$ cat src/design/mau_pkg.sv
// ----------------------------------------------------------------------------
// mau_pkg
// Shared types and constants of the modular arithmetic unit.
// ----------------------------------------------------------------------------
package mau_pkg;

   localparam int MOD_WIDTH     = 30;
   localparam int WIDE_WIDTH    = 64;
   localparam int COEF_WIDTH    = 32;
   localparam int PROD_WIDTH    = 2 * MOD_WIDTH;
   localparam int DIV_CNT_WIDTH = $clog2(WIDE_WIDTH);
   localparam logic [MOD_WIDTH-1:0] RESET_MODULUS = MOD_WIDTH'(10009);

   // Operation codes carried in the request user field
   typedef enum logic [2:0] {
      OP_ADD = 3'd0,
      OP_SUB = 3'd1,
      OP_MUL = 3'd2,
      OP_DIV = 3'd3,
      OP_NEG = 3'd4,
      OP_POW = 3'd5,
      OP_INV = 3'd6,
      OP_RED = 3'd7
   } op_type;

   // Sequencer states
   typedef enum logic [3:0] {
      ST_IDLE,
      ST_MUL_RA,
      ST_MUL_RB,
      ST_MUL_RP,
      ST_NEG_R,
      ST_RED,
      ST_POW_BASE,
      ST_POW_CHK,
      ST_POW_MUL,
      ST_POW_SQ,
      ST_EUC_CHK,
      ST_EUC_DIV,
      ST_EUC_UPD,
      ST_EUC_FOLD,
      ST_OUT
   } state_type;

   // Divider request and response
   typedef struct packed {
      logic                  start;
      logic [WIDE_WIDTH-1:0] dividend;
      logic [MOD_WIDTH-1:0]  divisor;
   } div_req_type;

   typedef struct packed {
      logic                  done;
      logic [WIDE_WIDTH-1:0] quotient;
      logic [MOD_WIDTH-1:0]  remainder;
   } div_rsp_type;

endpackage

$ cat src/design/mau_div.sv
// ----------------------------------------------------------------------------
// mau_div
// Restoring divider: 64-bit unsigned dividend by a 30-bit divisor, one
// quotient bit per cycle.
// ----------------------------------------------------------------------------
module mau_div (
   input  logic                  clock,
   input  logic                  reset,
   input  mau_pkg::div_req_type  div_req,
   output mau_pkg::div_rsp_type  div_rsp
);

   logic [mau_pkg::WIDE_WIDTH-1:0]    quo_ff, quo_in;
   logic [mau_pkg::MOD_WIDTH-1:0]     rem_ff, rem_in;
   logic [mau_pkg::MOD_WIDTH-1:0]     dsr_ff, dsr_in;
   logic [mau_pkg::DIV_CNT_WIDTH-1:0] cnt_ff, cnt_in;
   logic                              busy_ff, busy_in;
   logic                              done_ff, done_in;
   logic [mau_pkg::MOD_WIDTH:0]       trial;
   logic                              fits;

   // one restoring step
   assign trial = {rem_ff, quo_ff[mau_pkg::WIDE_WIDTH-1]};
   assign fits  = trial >= {1'b0, dsr_ff};

   always_comb begin
      quo_in  = quo_ff;
      rem_in  = rem_ff;
      dsr_in  = dsr_ff;
      cnt_in  = cnt_ff;
      busy_in = busy_ff;
      done_in = 1'b0;
      if (div_req.start) begin
         quo_in  = div_req.dividend;
         rem_in  = '0;
         dsr_in  = div_req.divisor;
         cnt_in  = '0;
         busy_in = 1'b1;
      end else if (busy_ff) begin
         quo_in = {quo_ff[mau_pkg::WIDE_WIDTH-2:0], fits};
         rem_in = fits ? mau_pkg::MOD_WIDTH'(trial - {1'b0, dsr_ff})
                       : trial[mau_pkg::MOD_WIDTH-1:0];
         cnt_in = cnt_ff + 1'b1;
         if (cnt_ff == '1) begin
            busy_in = 1'b0;
            done_in = 1'b1;
         end
      end
   end

   always_ff @(posedge clock) begin
      if (reset) begin
         busy_ff <= 1'b0;
         done_ff <= 1'b0;
      end else begin
         busy_ff <= busy_in;
         done_ff <= done_in;
      end
      quo_ff <= quo_in;
      rem_ff <= rem_in;
      dsr_ff <= dsr_in;
      cnt_ff <= cnt_in;
   end

   assign div_rsp.done      = done_ff;
   assign div_rsp.quotient  = quo_ff;
   assign div_rsp.remainder = rem_ff;

endmodule

$ cat src/design/modular_arithmetic_unit_core.sv
// ----------------------------------------------------------------------------
// modular_arithmetic_unit_core
// Modular arithmetic over a programmable modulus, one operation per request.
// ----------------------------------------------------------------------------
// Requests arrive on req_* (operation in tuser, operands in tdata); each gives
// one residue on rsp_*. The modulus is to be written over the csr_* port
// (address 0) by the user only while the block is idle; the block does not
// enforce this. The block takes one request at a time: req_tready is high
// only while idle, and the result is held in rsp_tdata until taken.
// Reductions other than the add/sub correction use the 64-step restoring divider:
//   add, sub, tiny modulus, pow with exponent <= 0 : no divider pass
//   neg, reduce : a single pass;  mul : each operand, then the product
//   pow : the base, then per exponent bit a multiply if set and a square
//   inverse : a divide per Euclid step, then a sign fold; div adds a mul
// Reset restores the modulus to 10009 and returns the block to idle. When the
// receiver stalls the result waits in its register and no request is taken.
// ----------------------------------------------------------------------------
module modular_arithmetic_unit_core (
   input  logic         clock,
   input  logic         reset,
   // request: tdata = operand_a[29:0], operand_b[59:30], wide_operand[123:60]
   input  logic         req_tvalid,
   output logic         req_tready,
   input  logic [127:0] req_tdata,
   // request: tuser = operation[2:0]
   input  logic [2:0]   req_tuser,
   // response: tdata = residue[29:0]
   output logic         rsp_tvalid,
   input  logic         rsp_tready,
   output logic [31:0]  rsp_tdata,
   // configuration
   input  logic         csr_psel,
   input  logic         csr_penable,
   input  logic         csr_pwrite,
   input  logic [2:0]   csr_paddr,
   input  logic [31:0]  csr_pwdata,
   output logic [31:0]  csr_prdata,
   output logic         csr_pready
);

   localparam int MW = mau_pkg::MOD_WIDTH;
   localparam int WW = mau_pkg::WIDE_WIDTH;
   localparam int CW = mau_pkg::COEF_WIDTH;
   localparam int PW = mau_pkg::PROD_WIDTH;

   mau_pkg::state_type   state_ff, state_in;
   mau_pkg::op_type      op_ff;
   mau_pkg::div_req_type div_req;
   mau_pkg::div_rsp_type div_rsp;

   logic          go_ff;
   logic [MW-1:0] mod_ff;
   logic [MW-1:0] a_ff, b_ff, ra_ff, ret_ff, sq_ff, res_ff;
   logic [MW-1:0] ea_ff, eb_ff, q_ff;
   logic [CW-1:0] eu_ff, ev_ff;
   logic [WW-1:0] w_ff, e_ff;

   logic          accept;
   logic [MW-1:0] in_a, in_b;
   logic [WW-1:0] in_w;
   mau_pkg::op_type in_op;
   logic          tiny_mod;
   logic          pow_trivial;
   logic [MW+2:0] quick_sum;
   logic [MW-1:0] quick_res;
   logic [MW-1:0] mul_x, mul_y;
   logic [PW-1:0] prod;
   logic [CW-1:0] ev_mag;
   logic [WW-1:0] nu_wide;
   logic          fold_neg;
   logic [MW-1:0] fold_res;
   logic          csr_write;

   // ---------------- configuration port
   assign csr_pready = 1'b1;
   assign csr_write  = csr_psel & csr_penable & csr_pwrite & csr_pready;
   assign csr_prdata = csr_paddr[2] ? 32'd0 : {{(32-MW){1'b0}}, mod_ff};

   always_ff @(posedge clock) begin
      if (reset) begin
         mod_ff <= mau_pkg::RESET_MODULUS;
      end else if (csr_write && !csr_paddr[2]) begin
         mod_ff <= csr_pwdata[MW-1:0];
      end
   end

   // ---------------- request unpacking and quick add/sub results
   assign in_a   = req_tdata[MW-1:0];
   assign in_b   = req_tdata[2*MW-1:MW];
   assign in_w   = req_tdata[2*MW+WW-1:2*MW];
   assign in_op  = mau_pkg::op_type'(req_tuser);
   assign accept = req_tvalid & req_tready;

   assign tiny_mod    = mod_ff < MW'(2);
   assign pow_trivial = in_w[WW-1] || (in_w == '0);

   // add: a+b, sub: a+(m-b); one correction, negative means wrapped
   always_comb begin
      if (in_op == mau_pkg::OP_ADD) begin
         quick_sum = {3'b000, in_a} + {3'b000, in_b};
      end else begin
         quick_sum = {3'b000, in_a} + {3'b000, mod_ff} - {3'b000, in_b};
      end
      if (quick_sum[MW+2] || (quick_sum >= {3'b000, mod_ff})) begin
         quick_res = MW'(quick_sum - {3'b000, mod_ff});
      end else begin
         quick_res = quick_sum[MW-1:0];
      end
   end

   // ---------------- shared multiplier
   assign ev_mag = ev_ff[CW-1] ? (~ev_ff + 1'b1) : ev_ff;

   always_comb begin
      unique case (state_ff)
         mau_pkg::ST_POW_MUL: begin
            mul_x = ret_ff;
            mul_y = sq_ff;
         end
         mau_pkg::ST_POW_SQ: begin
            mul_x = sq_ff;
            mul_y = sq_ff;
         end
         mau_pkg::ST_EUC_UPD: begin
            mul_x = q_ff;
            mul_y = ev_mag[MW-1:0];
         end
         default: begin
            mul_x = ra_ff;
            mul_y = b_ff;
         end
      endcase
   end

   assign prod = mul_x * mul_y;

   // new Euclid coefficient u - q*v
   assign nu_wide = {{(WW-CW){eu_ff[CW-1]}}, eu_ff}
                  - (ev_ff[CW-1] ? (~{{(WW-PW){1'b0}}, prod} + 1'b1)
                                 : {{(WW-PW){1'b0}}, prod});

   // sign fold of a remainder
   assign fold_neg = (state_ff == mau_pkg::ST_RED)      ? w_ff[WW-1] :
                     (state_ff == mau_pkg::ST_EUC_FOLD) ? eu_ff[CW-1] : 1'b1;
   assign fold_res = (fold_neg && (div_rsp.remainder != '0))
                   ? mod_ff - div_rsp.remainder : div_rsp.remainder;

   // ---------------- next state
   always_comb begin
      state_in = state_ff;
      unique case (state_ff)
         mau_pkg::ST_IDLE: begin
            if (accept) begin
               priority if (tiny_mod) begin
                  state_in = mau_pkg::ST_OUT;
               end else begin
                  unique case (in_op)
                     mau_pkg::OP_ADD, mau_pkg::OP_SUB: state_in = mau_pkg::ST_OUT;
                     mau_pkg::OP_MUL: state_in = mau_pkg::ST_MUL_RA;
                     mau_pkg::OP_DIV, mau_pkg::OP_INV: state_in = mau_pkg::ST_EUC_CHK;
                     mau_pkg::OP_NEG: state_in = mau_pkg::ST_NEG_R;
                     mau_pkg::OP_POW: state_in = pow_trivial ? mau_pkg::ST_OUT
                                                             : mau_pkg::ST_POW_BASE;
                     default: state_in = mau_pkg::ST_RED;
                  endcase
               end
            end
         end
         mau_pkg::ST_MUL_RA:   if (div_rsp.done) state_in = mau_pkg::ST_MUL_RB;
         mau_pkg::ST_MUL_RB:   if (div_rsp.done) state_in = mau_pkg::ST_MUL_RP;
         mau_pkg::ST_MUL_RP:   if (div_rsp.done) state_in = mau_pkg::ST_OUT;
         mau_pkg::ST_NEG_R:    if (div_rsp.done) state_in = mau_pkg::ST_OUT;
         mau_pkg::ST_RED:      if (div_rsp.done) state_in = mau_pkg::ST_OUT;
         mau_pkg::ST_POW_BASE: if (div_rsp.done) state_in = mau_pkg::ST_POW_CHK;
         mau_pkg::ST_POW_CHK: begin
            priority if (e_ff == '0) state_in = mau_pkg::ST_OUT;
            else if (e_ff[0])        state_in = mau_pkg::ST_POW_MUL;
            else                     state_in = mau_pkg::ST_POW_SQ;
         end
         mau_pkg::ST_POW_MUL:  if (div_rsp.done) state_in = mau_pkg::ST_POW_SQ;
         mau_pkg::ST_POW_SQ:   if (div_rsp.done) state_in = mau_pkg::ST_POW_CHK;
         mau_pkg::ST_EUC_CHK: begin
            state_in = (eb_ff == '0) ? mau_pkg::ST_EUC_FOLD : mau_pkg::ST_EUC_DIV;
         end
         mau_pkg::ST_EUC_DIV:  if (div_rsp.done) state_in = mau_pkg::ST_EUC_UPD;
         mau_pkg::ST_EUC_UPD:  state_in = mau_pkg::ST_EUC_CHK;
         mau_pkg::ST_EUC_FOLD: begin
            if (div_rsp.done) begin
               state_in = (op_ff == mau_pkg::OP_INV) ? mau_pkg::ST_OUT
                                                     : mau_pkg::ST_MUL_RA;
            end
         end
         mau_pkg::ST_OUT:      if (rsp_tready) state_in = mau_pkg::ST_IDLE;
         default:              state_in = mau_pkg::ST_IDLE;
      endcase
   end

   // ---------------- outputs and divider launch
   always_comb begin
      req_tready       = (state_ff == mau_pkg::ST_IDLE);
      rsp_tvalid       = (state_ff == mau_pkg::ST_OUT);
      rsp_tdata        = {{(32-MW){1'b0}}, res_ff};
      div_req.start    = 1'b0;
      div_req.divisor  = mod_ff;
      div_req.dividend = '0;
      unique case (state_ff)
         mau_pkg::ST_MUL_RA, mau_pkg::ST_NEG_R, mau_pkg::ST_POW_BASE: begin
            div_req.start    = go_ff;
            div_req.dividend = {{(WW-MW){1'b0}}, a_ff};
         end
         mau_pkg::ST_MUL_RB: begin
            div_req.start    = go_ff;
            div_req.dividend = {{(WW-MW){1'b0}}, b_ff};
         end
         mau_pkg::ST_MUL_RP, mau_pkg::ST_POW_MUL, mau_pkg::ST_POW_SQ: begin
            div_req.start    = go_ff;
            div_req.dividend = {{(WW-PW){1'b0}}, prod};
         end
         mau_pkg::ST_RED: begin
            div_req.start    = go_ff;
            div_req.dividend = w_ff[WW-1] ? (~w_ff + 1'b1) : w_ff;
         end
         mau_pkg::ST_EUC_DIV: begin
            div_req.start    = go_ff;
            div_req.divisor  = eb_ff;
            div_req.dividend = {{(WW-MW){1'b0}}, ea_ff};
         end
         mau_pkg::ST_EUC_FOLD: begin
            div_req.start    = go_ff;
            div_req.dividend = {{(WW-CW){1'b0}},
                                eu_ff[CW-1] ? (~eu_ff + 1'b1) : eu_ff};
         end
         default: begin
            div_req.start = 1'b0;
         end
      endcase
   end

   mau_div u_div (
      .clock   (clock),
      .reset   (reset),
      .div_req (div_req),
      .div_rsp (div_rsp)
   );

   // ---------------- control registers
   always_ff @(posedge clock) begin
      if (reset) begin
         state_ff <= mau_pkg::ST_IDLE;
         go_ff    <= 1'b0;
      end else begin
         state_ff <= state_in;
         go_ff    <= (state_in != state_ff);
      end
   end

   // ---------------- datapath registers
   always_ff @(posedge clock) begin
      unique case (state_ff)
         mau_pkg::ST_IDLE: begin
            if (accept) begin
               op_ff  <= in_op;
               a_ff   <= in_a;
               b_ff   <= in_b;
               w_ff   <= in_w;
               e_ff   <= in_w;
               ret_ff <= MW'(1);
               ea_ff  <= (in_op == mau_pkg::OP_DIV) ? in_b : in_a;
               eb_ff  <= mod_ff;
               eu_ff  <= CW'(1);
               ev_ff  <= '0;
               priority if (tiny_mod)                res_ff <= '0;
               else if (in_op == mau_pkg::OP_POW)    res_ff <= MW'(1);
               else                                  res_ff <= quick_res;
            end
         end
         mau_pkg::ST_MUL_RA:   if (div_rsp.done) ra_ff  <= div_rsp.remainder;
         mau_pkg::ST_MUL_RB:   if (div_rsp.done) b_ff   <= div_rsp.remainder;
         mau_pkg::ST_MUL_RP:   if (div_rsp.done) res_ff <= div_rsp.remainder;
         mau_pkg::ST_NEG_R, mau_pkg::ST_RED: begin
            if (div_rsp.done) res_ff <= fold_res;
         end
         mau_pkg::ST_POW_BASE: if (div_rsp.done) sq_ff  <= div_rsp.remainder;
         mau_pkg::ST_POW_CHK:  res_ff <= ret_ff;
         mau_pkg::ST_POW_MUL:  if (div_rsp.done) ret_ff <= div_rsp.remainder;
         mau_pkg::ST_POW_SQ: begin
            if (div_rsp.done) begin
               sq_ff <= div_rsp.remainder;
               e_ff  <= {1'b0, e_ff[WW-1:1]};
            end
         end
         mau_pkg::ST_EUC_DIV: begin
            if (div_rsp.done) begin
               q_ff  <= div_rsp.quotient[MW-1:0];
               ea_ff <= eb_ff;
               eb_ff <= div_rsp.remainder;
            end
         end
         mau_pkg::ST_EUC_UPD: begin
            eu_ff <= ev_ff;
            ev_ff <= nu_wide[CW-1:0];
         end
         mau_pkg::ST_EUC_FOLD: begin
            if (div_rsp.done) begin
               res_ff <= fold_res;
               b_ff   <= fold_res;
            end
         end
         default: begin
            res_ff <= res_ff;
         end
      endcase
   end

endmodule

$ cat config.mk
export PLATFORM = sky130hd
export DESIGN_NAME = modular_arithmetic_unit_core
export DESIGN_NICKNAME = d
export VERILOG_FILES = /design/src/design/mau_pkg.sv /design/src/design/mau_div.sv /design/src/design/modular_arithmetic_unit_core.sv
export SDC_FILE = /design/constraint.sdc
export NUM_CORES = 2
export LEC_CHECK = 0
export ABC_AREA = 1
export BUFFER_PORTS_ARGS = -buffer_cell sky130_fd_sc_hd__clkbuf_2
export CORE_UTILIZATION = 44
export DETAILED_ROUTE_END_ITERATION = 10
export SYNTH_ARGS = -nofsm -noshare
export SYNTH_HDL_FRONTEND = slang
export SYNTH_SLANG_ARGS = --single-unit
$ cat constraint.sdc
create_clock -name clock -period 9.8 [get_ports clock]
set_clock_uncertainty 0.1 [all_clocks]
set_input_delay 0.49 -clock clock [delete_from_list [all_inputs] [get_ports clock]]
set_output_delay 0.49 -clock clock [all_outputs]
set_load 0.05 [all_outputs]
==> impl_metrics.json <==
{
  "status": "completed",
  "slowest_delay_ns": 0.60,
  "hold_end": "mod_ff[16]",
  "synth_cell_types": 73,
  "place_hpwl_mm": 272.7,
  "holdCritPathClass": "in2reg",
  "startpoint_type": "flip-flop",
  "rsz0062_at_grt": "yes",
  "die_h_um": 413.4,
  "yosys_warnings": 0,
  "clkSinkCount": 632,
  "io_buffers": 226,
  "cpMostUsedCell": "fa_1",
  "grt_pass1_wl_mm": 472.9,
  "final_antenna_net_count": 0,
  "rows": 150,
  "tightestPinTransition_ns": 1.149,
  "wl_per_cell_um": 25.96,
  "ys_ff_latch": 632,
  "fmax_mhz": 102.4,
  "track_usage": 0.3821,
  "layout-drive-gt1-share": 0.1535,
  "root_buffer": "clkbuf_16",
  "synth_flop_cell": "edfxtp_1",
  "arrival_ns": 10.08,
  "syn_area_um2": 74450,
  "antenna_found_initial": 16,
  "synth_area_leaders": "edfxtp_1 23%, fa_1 22%, nand2_1 11%",
  "crit_required_ns": 10.11,
  "synth_edf_count": 559,
  "h-tree-depth": 3,
  "grt_max_degree": 91,
  "synth_top_area_share": 0.2255,
  "final_max_slew_viol_count": 0,
  "crit_buf_inv": 14,
  "place_inst": 12397,
  "path_max_fanout": 7,
  "io_pins": 240,
  "route.detailed.drc": 0,
  "yosys.area.top_type": "edfxtp_1",
  "grt_pass1_vias": 70006,
  "fillers": 16247,
  "crit_slowest_cell": "fa_1",
  "numCtsBuffers": 73,
  "critPathCaptureType": "flip-flop",
  "fin_cells": 12694,
  "cts_tree": "done",
  "rr_worst_depth": 48,
  "ys_async_sr_fraction": 0,
  "final_util": 0.5291,
  "ff2ff_setup_slack_ns": 0.03,
  "reg2reg_from": "ev_ff[0]",
  "setup_viol": 0,
  "cts_buffer_depth": 3,
  "hold_violations": 0,
  "start_util": 0.4442,
  "max_cap_viol_count": 0,
  "min-delay-start": "csr_pwdata[16]",
  "place_congestion": 1.060,
  "drt-total-wl_mm": 329.6,
  "hold_ws_ns": 0.02407,
  "nets": 11882,
  "first_iter_violations": 7982,
  "relSlewSlack": 0.2257,
  "period_minus_slack_ns": 9.768,
  "crit_family": "adder cells",
  "synthCells": 9589,
  "coreArea_um2": 167600,
  "ys_seq_area_frac": 0.2451,
  "drtPass1Iterations": 6,
  "dr_total_vias": 71926,
  "syn_to_final_growth_pct": 19.10,
  "crit_type": "reg2reg",
  "clkLatencyLatePin_ns": 0.68,
  "grt_overflow": 0,
  "holdPathStages": 3,
  "die-area_um2": 170900,
  "via_per_inst": 5.666,
  "clk_pin_slew_worst_paths_ns": 0.06,
  "regToRegEndpoint": "ev_ff[31]",
  "fin_crit_sh": 0.9968,
  "setup_tns_ns": 0,
  "syn_avg_cell_area_um2": 7.764,
  "die_x_um": 413.4
}
[cells in the final DEF, fill, tap and decap left out, types with 32 or more instances in the layout]
master	n
nand2_1	2094
inv_1	1822
nor2_1	889
fa_1	784
buf_4	701
edfxtp_1	559
o21ai_0	490
ha_1	420
a21oi_1	411
nand3_1	367
clkbuf_2	226
nand4_1	102
dlygate4sd3_1	92
o211ai_1	91
xor2_1	88
nor3_1	87
clkbuf_16	77
inv_2	72
dfxtp_1	70
nand2_2	63
nor4_1	53
o21ai_1	49
nor2_2	49
xnor2_1	44
o21bai_1	38
o221ai_1	38
a21o_1	35
ha_4	35
a21oi_2	34
o2111ai_1	33
buf_12	32
[metal layers]
layer  share of wire  wire, um  up-vias  global-route usage
met2            0.44    145900     3795              0.5922
met3           0.092     30290      688             0.06034
met5         0.00019        61        -                   0
li1                -         -    32137                   -
met1            0.41    134000    35296              0.5189
met4           0.059     19320       10              0.1888
[through the flow]
step                      setup WS, ns  instance area [um^2]
final                          0.03154                 88670
after global routing           -0.3816                 88660
after CTS                     -0.04102                 86800
after detailed placement       -0.4185                 82700
after global placement         -0.3432                 82700
after floorplan                 0.6209                 74460
[Yosys cell counts (8+ instances only)]
master	instances
fa_1	815
nand2_1	2169
nor4_1	54
inv_2	42
o221ai_1	39
o21ai_0	532
ha_1	463
nand3_1	385
nor3_1	99
buf_1	26
o31ai_1	9
nand4_1	102
o21ai_1	26
buf_2	93
buf_4	9
o211ai_1	91
xnor2_1	45
a221oi_1	25
a31oi_1	27
clkinv_1	22
dfxtp_1	73
clkbuf_1	197
o22ai_1	20
o21bai_1	47
o2111ai_1	44
a21o_1	35
a21oi_1	449
or2_2	14
nor2_1	956
a21boi_0	9
o21a_1	23
a22oi_1	8
a211oi_1	14
inv_1	1867
nand3b_1	18
xor2_1	89
edfxtp_1	559
a22o_1	13
[worst register-to-register path: cells and delay by family (launching register included)]
| family | cells | cell delay [ns] |
|---|---|---|
| AOI/OAI and AO/OA | 6 | 0.99 |
| adders and majority gates | 10 | 4.69 |
| buffers and inverters | 14 | 1.41 |
| DFF | 1 | 0.42 |
| and+or+nand+nor | 18 | 1.90 |
[state kept, by name (all words and copies together), names as in the netlist, 32 cells and up]
register and count:
ev_ff 32, u_div.quo_ff 64, eu_ff 32, e_ff 64, w_ff 64
[cell families after synthesis]
kind of cell	Yosys count	synth area share
flops	632	0.2451
fa+ha+maj	1278	0.2969
other cells	2	0.0001009
buf+inv	2259	0.1162
xor+xnor	134	0.01576
simple gates	3840	0.2113
compound gates	1444	0.1146
[how the worst max path moves through the flow]
stage                     cells after the start         from   endpoint  slack [ns]
after floorplan                              47  state_ff[3]  ev_ff[30]        0.62
after global placement                       51  state_ff[3]  ev_ff[30]       -0.34
after detailed placement                     49  state_ff[3]  ev_ff[30]       -0.42
after CTS                                    52     ev_ff[1]  ev_ff[29]       -0.04
after global routing                         54     ev_ff[0]  ev_ff[31]       -0.38
final                                        48     ev_ff[0]  ev_ff[31]        0.03
[cell type report]
class | count | area [um^2] | area share
diodes | 5 | 12.51 | 0.0001411
clock buffers | 90 | 1994 | 0.02249
clock inverters | 39 | 465.4 | 0.005249
inverters | 1931 | 7288 | 0.08220
multi-input cells | 6702 | 49450 | 0.5577
flip-flops and latches | 632 | 18260 | 0.2059
well taps | 2204 | 2758 | 0.03110
repair buffers | 1091 | 8448 | 0.09528
[timing repair]
item,4_1_cts,5_1_grt
resized for setup,135,402
pin swaps,42,182
buffers inserted,21,52
gates cloned,1,1
endpoints found under the hold margin,95,0
endpoints found under the setup margin,24,46
hold buffers,92,0
Power is left out: the tool's default activity adds up to more than one toggle a clock period on the data nets, which glitch-free logic cannot reach.
